==> config.mk <==
export PLATFORM = sky130hd
export DESIGN_NAME = multi_servo_pulse_sequencer
export DESIGN_NICKNAME = d
export VERILOG_FILES = /design/src/design/msps_pkg.sv /design/src/design/msps_angle_bank.sv /design/src/design/msps_slot_timer.sv /design/src/design/multi_servo_pulse_sequencer.sv
export VERILOG_INCLUDE_DIRS = /design/src /design/src/design
export SDC_FILE = /design/constraint.sdc
export NUM_CORES = 1
export LEC_CHECK = 0
export ABC_AREA = 1
export BUFFER_PORTS_ARGS = -buffer_cell sky130_fd_sc_hd__buf_2
export CAP_MARGIN = 20
export CORE_MARGIN = 8
export CORE_UTILIZATION = 47
export DETAILED_ROUTE_END_ITERATION = 8
export GPL_ROUTABILITY_DRIVEN = 0
export PLACE_DENSITY = 0.63
export SLEW_MARGIN = 20
export SYNTH_ARGS = -nofsm -noshare
export SYNTH_HDL_FRONTEND = slang
export SYNTH_SLANG_ARGS = --single-unit
export TNS_END_PERCENT = 100
==> constraint.sdc <==
create_clock -name clk -period 15.8 [get_ports clk]
set_input_delay 3.16 -clock clk [delete_from_list [all_inputs] [get_ports clk]]
set_output_delay 3.16 -clock clk [all_outputs]
set_load 0.01 [all_outputs]
==> src/design/multi_servo_pulse_sequencer_defines.svh <==
// Assertion helpers for the top-level RTL file.
`ifndef MULTI_SERVO_PULSE_SEQUENCER_DEFINES_SVH
`define MULTI_SERVO_PULSE_SEQUENCER_DEFINES_SVH

// Same-cycle implication, checked outside reset.
`define MSPS_ASSERT_NOW(label, ante, cons, msg) \
  label: assert property (@(posedge clk) disable iff (rst) (ante) |-> (cons)) \
    else $error(msg);

// Next-cycle implication, checked outside reset.
`define MSPS_ASSERT_NEXT(label, ante, cons, msg) \
  label: assert property (@(posedge clk) disable iff (rst) (ante) |=> (cons)) \
    else $error(msg);

`endif

==> src/design/msps_pkg.sv <==
package msps_pkg;

  // Configuration port geometry
  localparam int CFG_IDX_W  = 2;
  localparam int CFG_DATA_W = 16;
  localparam int PINS_W     = 6;

  typedef enum logic [CFG_IDX_W-1:0] {
    CFG_MIN_PULSE    = 2'd0,
    CFG_FRAME_BUDGET = 2'd1,
    CFG_OVERHEAD     = 2'd2
  } cfg_reg_t;

  // Register reset values
  localparam logic [15:0] MIN_PULSE_RST    = 16'd1000;
  localparam logic [15:0] FRAME_BUDGET_RST = 16'd25500;
  localparam logic [3:0]  OVERHEAD_RST     = 4'd3;

  // Angles loaded at reset, indexed by channel
  localparam logic [7:0] START_ANGLES [8] = '{
    8'd90, 8'd90, 8'd0, 8'd90, 8'd90, 8'd10, 8'd0, 8'd0
  };

  // 65/3 ticks per degree; divide by 3 as multiply by reciprocal
  localparam logic [14:0] TICKS_NUM   = 15'd65;
  localparam logic [31:0] DIV3_RECIP  = 32'd43691;
  localparam int          DIV3_SHIFT  = 17;

  typedef enum logic {
    KIND_TICK  = 1'b0,
    KIND_WRITE = 1'b1
  } item_kind_t;

  typedef struct packed {
    item_kind_t  kind;
    logic [2:0]  channel;
    logic [7:0]  angle;
  } in_item_t;

  typedef struct packed {
    logic [PINS_W-1:0] servo_pins;
    logic              frame_end;
  } out_item_t;

  // Shadow angle write request into the angle bank
  typedef struct packed {
    logic       wr_en;
    logic [2:0] wr_channel;
    logic [7:0] wr_angle;
  } angle_wr_t;

  // Pulse width in ticks: min_pulse + floor(angle*65/3), saturated to 16 bits
  function automatic logic [15:0] pulse_width(input logic [15:0] min_pulse,
                                              input logic [7:0]  angle);
    logic [14:0] scaled;
    logic [31:0] prod;
    logic [12:0] quot;
    logic [16:0] total;
    scaled = 15'(angle) * TICKS_NUM;
    prod   = 32'(scaled) * DIV3_RECIP;
    quot   = 13'(prod >> DIV3_SHIFT);
    total  = 17'(min_pulse) + 17'(quot);
    return total[16] ? 16'hFFFF : total[15:0];
  endfunction

endpackage

==> src/design/msps_angle_bank.sv <==
module msps_angle_bank #(
  parameter int CHANNELS = 6,
  parameter int SLOT_W   = $clog2(CHANNELS + 1)
) (
  input  logic                clk,
  input  logic                rst,
  input  msps_pkg::angle_wr_t wr,
  input  logic                load,
  input  logic                frame_start,
  input  logic [SLOT_W-1:0]   slot,
  output logic [7:0]          angle
);
  import msps_pkg::*;

  logic [7:0] shadow [CHANNELS];
  logic [7:0] active [CHANNELS];

  // Shadow writes and frame-start copy into the active set
  always_ff @(posedge clk) begin
    if (rst) begin
      for (int i = 0; i < CHANNELS; i++) begin
        shadow[i] <= START_ANGLES[i];
        active[i] <= START_ANGLES[i];
      end
    end else begin
      for (int i = 0; i < CHANNELS; i++) begin
        if (wr.wr_en && wr.wr_channel == 3'(i)) shadow[i] <= wr.wr_angle;
        if (load) active[i] <= shadow[i];
      end
    end
  end

  // Angle of the current slot; at frame start the copy is not yet visible
  always_comb begin
    angle = '0;
    if (frame_start) begin
      angle = shadow[0];
    end else begin
      for (int i = 0; i < CHANNELS; i++) begin
        if (slot == SLOT_W'(i)) angle = active[i];
      end
    end
  end

endmodule

==> src/design/msps_slot_timer.sv <==
module msps_slot_timer #(
  parameter int CHANNELS = 6,
  parameter int SLOT_W   = $clog2(CHANNELS + 1)
) (
  input  logic                clk,
  input  logic                rst,
  input  logic                step,
  input  logic [15:0]         min_pulse,
  input  logic [15:0]         frame_budget,
  input  logic [3:0]          overhead,
  input  logic [7:0]          angle,
  output logic [SLOT_W-1:0]   slot,
  output logic                frame_start,
  output logic                load,
  output msps_pkg::out_item_t result
);
  import msps_pkg::*;

  localparam logic [SLOT_W-1:0] GAP_SLOT = SLOT_W'(CHANNELS);

  logic [15:0] tick_count, tick_count_next;
  logic [16:0] used_sum, used_sum_next;
  logic [SLOT_W-1:0] slot_next;

  logic        in_gap;
  logic [15:0] width;
  logic [11:0] ovh_term;
  logic [16:0] sum_base;
  logic [17:0] sum_raw;
  logic [15:0] gap;
  logic        slot_done;

  assign in_gap      = (slot == GAP_SLOT);
  assign frame_start = (slot == '0) && (tick_count == '0);
  assign load        = step && frame_start;

  // Width, frame budget accounting and gap length for the current tick
  always_comb begin
    width    = pulse_width(min_pulse, angle);
    ovh_term = 12'(overhead) * 12'(angle);
    sum_base = frame_start ? '0 : used_sum;
    sum_raw  = 18'(sum_base) + 18'(width) + 18'(ovh_term);
    gap      = (used_sum >= 17'(frame_budget)) ? '0 : 16'(17'(frame_budget) - used_sum);
    slot_done = in_gap ? (tick_count >= gap) : (tick_count >= width);
  end

  // Slot sequencing
  always_comb begin
    slot_next       = slot;
    tick_count_next = tick_count;
    used_sum_next   = used_sum;
    if (step) begin
      if (!in_gap && tick_count == '0) begin
        used_sum_next = sum_raw[17] ? '1 : sum_raw[16:0];
      end
      if (slot_done) begin
        tick_count_next = '0;
        slot_next       = in_gap ? '0 : slot + 1'b1;
      end else begin
        tick_count_next = tick_count + 1'b1;
      end
    end
  end

  always_ff @(posedge clk) begin
    if (rst) begin
      slot       <= '0;
      tick_count <= '0;
      used_sum   <= '0;
    end else begin
      slot       <= slot_next;
      tick_count <= tick_count_next;
      used_sum   <= used_sum_next;
    end
  end

  // Pin levels of the current slot; frame end on the last gap tick
  always_comb begin
    result.servo_pins = '0;
    for (int i = 0; i < PINS_W; i++) begin
      if (i < CHANNELS) result.servo_pins[i] = (slot == SLOT_W'(i));
    end
    result.frame_end = step && in_gap && slot_done;
  end

endmodule

==> src/design/multi_servo_pulse_sequencer.sv <==
// Six-channel (CHANNELS) servo pulse sequencer. Each input transfer is either
// one timer tick or a shadow angle write; every input transfer yields exactly
// one output transfer with the pin levels and a frame-end flag. One item is
// taken per clock while the output does not stall. An item is held in the
// input register while the single pass of pulse width and frame accounting
// runs, and its result is then captured in the result register and offered
// on the output. Shadow angles reach the pins at the next frame start.
// Configuration writes apply immediately and should be issued only while no
// transfers are in flight.
module multi_servo_pulse_sequencer #(
  parameter int CHANNELS = 6
) (
  input  logic                               clk,
  input  logic                               rst,
  input  logic                               in_valid,
  output logic                               in_ready,
  input  msps_pkg::in_item_t                 in_data,
  output logic                               out_valid,
  input  logic                               out_ready,
  output msps_pkg::out_item_t                out_data,
  input  logic                               cfg_we,
  input  logic [msps_pkg::CFG_IDX_W-1:0]     cfg_index,
  input  logic [msps_pkg::CFG_DATA_W-1:0]    cfg_data
);
  import msps_pkg::*;
  `include "multi_servo_pulse_sequencer_defines.svh"

  localparam int SLOT_W = $clog2(CHANNELS + 1);

  logic [15:0] min_pulse;
  logic [15:0] frame_budget;
  logic [3:0]  overhead;

  in_item_t  item_q;
  logic      item_valid;
  logic      advance;
  logic      process;
  logic      step;
  angle_wr_t wr;
  logic [7:0] angle;
  logic [SLOT_W-1:0] slot;
  logic      frame_start;
  logic      load;
  out_item_t result;

  // Configuration registers
  always_ff @(posedge clk) begin
    if (rst) begin
      min_pulse    <= MIN_PULSE_RST;
      frame_budget <= FRAME_BUDGET_RST;
      overhead     <= OVERHEAD_RST;
    end else if (cfg_we) begin
      unique case (cfg_reg_t'(cfg_index))
        CFG_MIN_PULSE:    min_pulse    <= cfg_data;
        CFG_FRAME_BUDGET: frame_budget <= cfg_data;
        CFG_OVERHEAD:     overhead     <= cfg_data[3:0];
        default: ;
      endcase
    end
  end

  // Input register and result register flow control
  assign advance  = !out_valid || out_ready;
  assign in_ready = !item_valid || advance;
  assign process  = item_valid && advance;
  assign step     = process && (item_q.kind == KIND_TICK);

  always_ff @(posedge clk) begin
    if (rst) begin
      item_valid <= 1'b0;
    end else if (in_valid && in_ready) begin
      item_valid <= 1'b1;
    end else if (advance) begin
      item_valid <= 1'b0;
    end
  end

  always_ff @(posedge clk) begin
    if (in_valid && in_ready) item_q <= in_data;
  end

  assign wr.wr_en      = process && (item_q.kind == KIND_WRITE);
  assign wr.wr_channel = item_q.channel;
  assign wr.wr_angle   = item_q.angle;

  msps_angle_bank #(
    .CHANNELS (CHANNELS),
    .SLOT_W   (SLOT_W)
  ) u_bank (
    .clk         (clk),
    .rst         (rst),
    .wr          (wr),
    .load        (load),
    .frame_start (frame_start),
    .slot        (slot),
    .angle       (angle)
  );

  msps_slot_timer #(
    .CHANNELS (CHANNELS),
    .SLOT_W   (SLOT_W)
  ) u_timer (
    .clk          (clk),
    .rst          (rst),
    .step         (step),
    .min_pulse    (min_pulse),
    .frame_budget (frame_budget),
    .overhead     (overhead),
    .angle        (angle),
    .slot         (slot),
    .frame_start  (frame_start),
    .load         (load),
    .result       (result)
  );

  // Result register
  always_ff @(posedge clk) begin
    if (rst) begin
      out_valid <= 1'b0;
    end else if (process) begin
      out_valid <= 1'b1;
    end else if (out_ready) begin
      out_valid <= 1'b0;
    end
  end

  always_ff @(posedge clk) begin
    if (process) out_data <= result;
  end

  // Checks
  `MSPS_ASSERT_NOW(a_pins_onehot, out_valid, $onehot0(out_data.servo_pins), "pins not one-hot")
  `MSPS_ASSERT_NOW(a_fend_in_gap, out_valid && out_data.frame_end, out_data.servo_pins == '0, "frame end with a pin high")
  `MSPS_ASSERT_NOW(a_slot_range, 1'b1, slot <= SLOT_W'(CHANNELS), "slot index past gap")

endmodule
==> metrics.csv, run 1 <==
stage,metric,value,unit
clock_tree,Num CTS Buffers,17,
cells_and_area,fin util,51.17,%
sta,worst rel slew slack,46.04,%
routing,Post-DRT Antenna Nets,0,
routing,DR pass1 iterations,5,
cells_and_area,Filler cells,3279,
yosys,#FFs+latches synth,189,
clock_tree,Root Driver,clkbuf_16,
global_routing,grt total ovfl,0,
global_routing,largest net degree at the start of global routing,60,
sta,period utilization,85.62,%
placed_design,post-DP HPWL,33680,um
sta,Final Hold Fails,0,
cells_and_area,Synth-to-Final Area Change,7.969,%
yosys,synthesized instance count,1960,
floorplanning,starting density of the core,47.39,%
sta,worst slew pin tran,0.8041,ns
placed_design,Port-buffer cells,43,
worst_setup_path,crit path buf inv count,12,
global_routing,vias in the first global route,12800,
yosys,ys async rst share,0,%
yosys,distinct cell type count after synthesis,51,
worst_setup_path,"Max FO, Critical Path",29,
floorplanning,DIE HEIGHT,201.9,um
yosys,"Seq/Total Area, Yosys",30.37,%
outcome,outcome,"finished, final reports clean",
cells_and_area,Nets,2353,
worst_setup_path,CP arrival,13.88,ns
yosys,synth warn,0,
yosys,Syn Nets,2310,
yosys,"area leader, netlist",edfxtp_1,
worst_setup_path,Crit Path Class,register to register,
routing,DRC Markers,0,
worst_setup_path,"slowest stage delay, CP",0.59,ns
sta,min Tclk post-route,13.53,ns
cells_and_area,register area,4935,um2
worst_setup_path,CP endpoint kind,register,
clock_tree,Max H-tree Level,4,
yosys,Post-Synthesis Cell Area,16250,um2
global_routing,GRT Util Overall,20.47,%
floorplanning,IO Pins,44,
min_path,HP Class,register to register,
clock_tree,Sinks on Clock Net,189,
floorplanning,Core Region,34290,um2
routing,Vias/cell,5.289,
clock_tree,"Clk Latency, worst-skew pair",0.46,ns
routing,Iteration-0 DRC Markers,858,
cells_and_area,n_diodes,0,
routing,wire length on met1,19490,um
global_routing,first-pass GRT wire length,66800,um
clock_tree,Worst-path clk slew,0.07,ns
cells_and_area,footprint of the multi-input gates,9766,um2
sta,fmax,0.07392,GHz
clock_tree,CTS tree,yes,
clock_tree,Clock Tree Buf Depth,2,
yosys,Avg Inst Size Synth,8.290,um2
yosys,Synth top area share,21.25,%
global_routing,initial antenna violation count,1,
worst_setup_path,Crit path required time,16.15,ns
routing,drt total wl,41240,um
clock_tree,cts repair resizes,0,
routing,average wire per standard cell,16.69,um
sta,TNS Setup,0,ns
sta,RSZ-0062 raised after global routing,no,
cells_and_area,layout cells sized above 1,6.994,%
sta,Layout Skew,0.01750,ns
routing,metal2 WL,18080,um
routing,Highest Signal Layer,met5,
sta,final setup fails,0,
sta,Slew Limit Fails,0,
worst_setup_path,slowest stage cell on the critical path,a21oi_1,
floorplanning,Die Wd,201.9,um
worst_setup_path,crit-path most repeated cell,fa_1,
yosys,ys flop type,edfxtp_1,
clock_tree,cts-stage hold buffer count,0,
floorplanning,die area,40780,um2
yosys,ranking of synthesized cells by area,"edfxtp_1 (21%), ha_1 (17%), fa_1 (12%)",
routing,vias post-DR,13070,
routing,WL met3,2721,um
job,max_cap viols,0,
worst_setup_path,"Largest delay share family, worst path",adder cells,
worst_setup_path,Setup crit start kind,register,
clock_tree,postcts setup bufs,0,
floorplanning,row cnt,68,
yosys,"EDFF count, synth",115,
[cells by family (layout without fill, tap and decap cells)]
kind of cell    Yosys count  after routing  synth area share (%)
fa+ha+maj               315            315                 28.74
xor+xnor                 46             46                 2.479
flops                   189            189                 30.37
compound gates          277            277                 9.794
buf+inv                 413            469                 9.633
simple gates            720            720                 18.99
[synth_stat cells (10+ instances only)]
cell and count:
o21ai_0 72, o221ai_1 10, or2_2 22, inv_1 376, o211ai_1 23, edfxtp_1 115, nor3_1 27, clkbuf_1 18
nor2_1 196, fa_1 97, nand2_1 340, nand2_2 10, nand4_1 17, dfxtp_1 74, nand3_1 80, ha_1 218
inv_2 10, a21oi_1 128, xnor2_1 13, xor2_1 33
[per-layer routing]
| metal | vias up | GRT usage (%) |
|---|---|---|
| met3 | 72 | 5.043 |
| met4 | 2 | 5.974 |
| li1 | 6444 | - |
| met1 | 6164 | 28.18 |
| met2 | 387 | 31.47 |
| met5 | - | 0 |
[layout make-up]
type | count | share of cell area, %
Clock buffer | 18 | 2.446
Sequential cell | 189 | 28.13
Inverter | 389 | 8.337
Clock inverter | 14 | 0.7417
Tap cell | 455 | 3.245
Timing Repair Buffer | 48 | 1.441
Multi-Input combinational cell | 1358 | 55.66
[state kept, by name (all words and copies together) (netlist names)]
name	count
out_data	7
u_timer.used_sum	17
overhead	4
frame_budget	16
u_bank.active	48
item_valid	1
u_bank.shadow	48
u_timer.tick_count	16
u_timer.slot	3
min_pulse	16
out_valid	1
item_q	12
[stage by stage]
| stage | std cells | setup slack, ns | area (um2) | hold WS [ns] |
|---|---|---|---|---|
| after global placement | 2439 | 2.680 | 16990 | 0.4707 |
| after floorplan | 1960 | 4.338 | 16250 | 0.4353 |
| final | 2471 | 2.272 | 17540 | 0.4912 |
| after CTS | 2471 | 2.313 | 17540 | 0.4890 |
| after global routing | 2471 | 1.378 | 17540 | 0.5106 |
| after detailed placement | 2439 | 2.326 | 16990 | 0.4692 |
[placed cells by master (no fill, tap or decap), types with 17 or more instances in the layout]
cell type  count
inv_1        375
nand2_1      340
ha_1         218
nor2_1       196
a21oi_1      128
edfxtp_1     115
fa_1          97
nand3_1       80
dfxtp_1       74
o21ai_0       69
buf_2         43
xor2_1        33
nor3_1        26
o211ai_1      23
or2_2         22
nand4_1       17
clkbuf_16     17
[worst register-to-register path, delay by kind of cell (launching register included)]
family | cells | cell delay (ns)
buffers and inverters | 12 | 1.63
AO/OA/AOI/OAI | 8 | 2.17
flip-flops | 1 | 0.33
adder cells (fa/ha/maj) | 16 | 6.70
AND/OR/NAND/NOR | 19 | 2.15
XOR/XNOR | 2 | 0.45
[final timing paths]
path	cells past startpoint	slack, ns	end	from
setup / recovery	57	2.27	u_timer.used_sum[3]	u_timer.tick_count[0]
hold / removal	2	0.49	min_pulse[3]	min_pulse[3]
setup reg to reg	57	2.27	u_timer.used_sum[3]	u_timer.tick_count[0]
hold reg to reg	2	0.49	min_pulse[3]	min_pulse[3]
Power of run 1 is not shown: default switching activity piles up to over one toggle a cycle in this logic, so the estimate is an artifact.
==> run 2, diff against run 1 <==
--- a/config.mk
+++ b/config.mk
@@ -6,7 +6,6 @@
 export SDC_FILE = /design/constraint.sdc
 export NUM_CORES = 1
 export LEC_CHECK = 0
-export ABC_AREA = 1
 export BUFFER_PORTS_ARGS = -buffer_cell sky130_fd_sc_hd__buf_2
 export CAP_MARGIN = 20
 export CORE_MARGIN = 8
==> run 2 against run 1 <==
Effect of this change: sequential cell count unchanged; synthesized cell count is 17% lower; highest routed layer is now met4; cell count fell by 14%.
==> metrics.csv, run 2 <==
stage,metric,value,unit
outcome,outcome,"finished, final reports clean",
sta,fmax,0.06867,GHz
yosys,distinct cell type count after synthesis,77,
cells_and_area,fin util,51.53,%
sta,Slew Limit Fails,0,
sta,min Tclk post-route,14.56,ns
sta,RSZ-0062 raised after global routing,no,
floorplanning,starting density of the core,47.39,%
yosys,Synth top area share,21.89,%
yosys,"area leader, netlist",edfxtp_1,
sta,Final Hold Fails,0,
routing,average wire per standard cell,18.13,um
routing,Iteration-0 DRC Markers,773,
clock_tree,Clock Tree Buf Depth,2,
sta,period utilization,92.16,%
yosys,ys async rst share,0,%
placed_design,Port-buffer cells,43,
yosys,Avg Inst Size Synth,9.659,um2
routing,DR pass1 iterations,5,
floorplanning,row cnt,67,
worst_setup_path,"slowest stage delay, CP",0.62,ns
routing,Post-DRT Antenna Nets,0,
clock_tree,cts repair resizes,0,
cells_and_area,"most common cell after layout, fill and taps aside",ha_1,
worst_setup_path,cells on worst reg2reg path,55,
yosys,synth warn,0,
sta,worst rel slew slack,23.04,%
worst_setup_path,worst reg2reg setup slack,1.24,ns
worst_setup_path,"Largest delay share family, worst path",adder cells,
global_routing,initial antenna violation count,0,
clock_tree,cts-stage hold buffer count,0,
worst_setup_path,FF-to-FF Start,u_timer.slot[1],
global_routing,first-pass GRT wire length,63010,um
routing,drt total wl,38680,um
yosys,ys flop type,edfxtp_1,
sta,worst hold slack,0.4648,ns
global_routing,GRT Util Overall,20.37,%
clock_tree,CTS tree,yes,
yosys,ranking of synthesized cells by area,"edfxtp_1 (22%), ha_1 (17%), fa_1 (12%)",
worst_setup_path,Crit Path Class,register to register,
yosys,synthesized instance count,1633,
routing,vias post-DR,11520,
global_routing,vias in the first global route,11820,
min_path,Hold Crit Endpoint,frame_budget[15],
worst_setup_path,Crit path required time,16.10,ns
worst_setup_path,slowest stage cell on the critical path,fa_1,
worst_setup_path,"Max FO, Critical Path",23,
routing,DRC Markers,0,
floorplanning,Core Region,33280,um2
cells_and_area,"non-filler cells, final",2133,
yosys,Commonest cells post-synth,"ha_1 (218), inv_1 (205), nand2_1 (163)",
yosys,#FFs+latches synth,189,
yosys,"EDFF count, synth",115,
worst_setup_path,crit path buf inv count,7,
worst_setup_path,CP arrival,14.86,ns
clock_tree,postcts setup bufs,0,
yosys,most frequent cell after synthesis,ha_1,
placed_design,post-DP HPWL,31460,um
cells_and_area,Synth-to-Final Area Change,8.726,%
placed_design,dpl cells,2101,
cells_and_area,layout cells sized above 1,7.656,%
global_routing,largest net degree at the start of global routing,49,
cells_and_area,"commonest non-fill, non-tap cells in the layout","ha_1 (218), inv_1 (204), nand2_1 (163)",
routing,Vias/cell,5.401,
min_path,Hold Path Origin,frame_budget[15],
yosys,"Seq/Total Area, Yosys",31.29,%
cells_and_area,Nets,2022,
worst_setup_path,r2r endpoint,u_timer.used_sum[16],
clock_tree,Max H-tree Level,4,
job,max_cap viols,0,
cells_and_area,biggest regs,"u_bank.active: 48 flops, u_bank.shadow: 48 flops, u_timer.used_sum: 17 flops",
min_path,Hold Path Stages,2,
sta,Layout Skew,0.01130,ns
clock_tree,Num CTS Buffers,17,
sta,worst slew pin tran,1.142,ns
cells_and_area,n_diodes,0,
worst_setup_path,CP endpoint kind,register,
floorplanning,Die Wd,199.2,um
worst_setup_path,Setup crit start kind,register,
min_path,HP Class,register to register,
floorplanning,DIE HEIGHT,199.2,um
clock_tree,Sinks on Clock Net,189,
cells_and_area,Filler cells,3103,
global_routing,grt total ovfl,0,
yosys,Post-Synthesis Cell Area,15770,um2
clock_tree,Worst-path clk slew,0.07,ns
yosys,Syn Nets,1983,
sta,final setup fails,0,
floorplanning,die area,39680,um2
clock_tree,"Clk Latency, worst-skew pair",0.44,ns
clock_tree,Root Driver,clkbuf_16,
worst_setup_path,crit-path most repeated cell,fa_1,
floorplanning,IO Pins,44,
sta,TNS Setup,0,ns
==> run 2: cell count changes in the layout (fill, tap and decap cells not counted), sizes merged, moves of 13 or more <==
cell and delta:
a21o +21, a21oi -34, and2 +70, and3 +15, buf +13, inv -178, mux2i +22, nand2 -187
nand2b +47, nand3 -62, nor2 -116, o21ai -13, or2 -15, xnor2 +20
==> run 2: per-stage QoR <==
step	area, um2	setup WS, ns
after floorplan	15770	2.022
after global placement	16520	1.224
final	17150	1.238
after CTS	17130	0.7631
after global routing	17150	0.08169
after detailed placement	16520	0.8430
==> run 2: worst min-delay path: cells and delay by family, from the launching register on <==
| kind | cells | cell delay [ns] |
|---|---|---|
| flip-flops | 1 | 0.31 |
| AO/OA/AOI/OAI | 1 | 0.05 |
| AND/OR/NAND/NOR | 1 | 0.05 |
==> run 2: layout make-up <==
type / count / area (um2) / share of cell area, %
tap: 448 / 560.5 / 3.269
clock inverter: 13 / 140.1 / 0.8172
timing repair buffer: 61 / 350.3 / 2.043
clock buffer: 19 / 464.2 / 2.707
sequential: 189 / 4938 / 28.80
multi-input combinational: 1198 / 9926 / 57.88
inverter: 205 / 769.5 / 4.487
==> run 2: cell families (layout without fill, tap and decap cells) <==
| logic type | Yosys count | in the layout | synth area share (%) |
|---|---|---|---|
| fa+ha+maj | 315 | 315 | 29.60 |
| buf+inv | 246 | 298 | 6.061 |
| simple gates | 514 | 514 | 16.67 |
| mux | 26 | 26 | 1.682 |
| xor+xnor | 66 | 66 | 3.665 |
| compound gates | 277 | 277 | 11.03 |
| flops | 189 | 189 | 31.29 |
==> run 2: worst max-delay path by stage <==
stage                           from                    to  cells after the start
2_1_floorplan  u_timer.tick_count[0]  u_timer.used_sum[10]                     55
5_1_grt              u_timer.slot[1]  u_timer.used_sum[15]                     56
4_1_cts              u_timer.slot[1]  u_timer.used_sum[15]                     54
3_5_place_dp         u_timer.slot[1]  u_timer.used_sum[15]                     54
3_3_place_gp         u_timer.slot[1]  u_timer.used_sum[15]                     52
6_report             u_timer.slot[1]  u_timer.used_sum[16]                     55
==> run 2: metal layers <==
metal	track usage, %	wire (um)	part of all wire (%)	vias up
met5	0	0	0	-
met4	6.808	1040	2.7	0
met3	2.526	1552	4.0	69
met2	33.29	17970	46	244
met1	27.71	18110	47	5550
li1	-	-	-	5658
Power of run 2 is left out for the same reason.
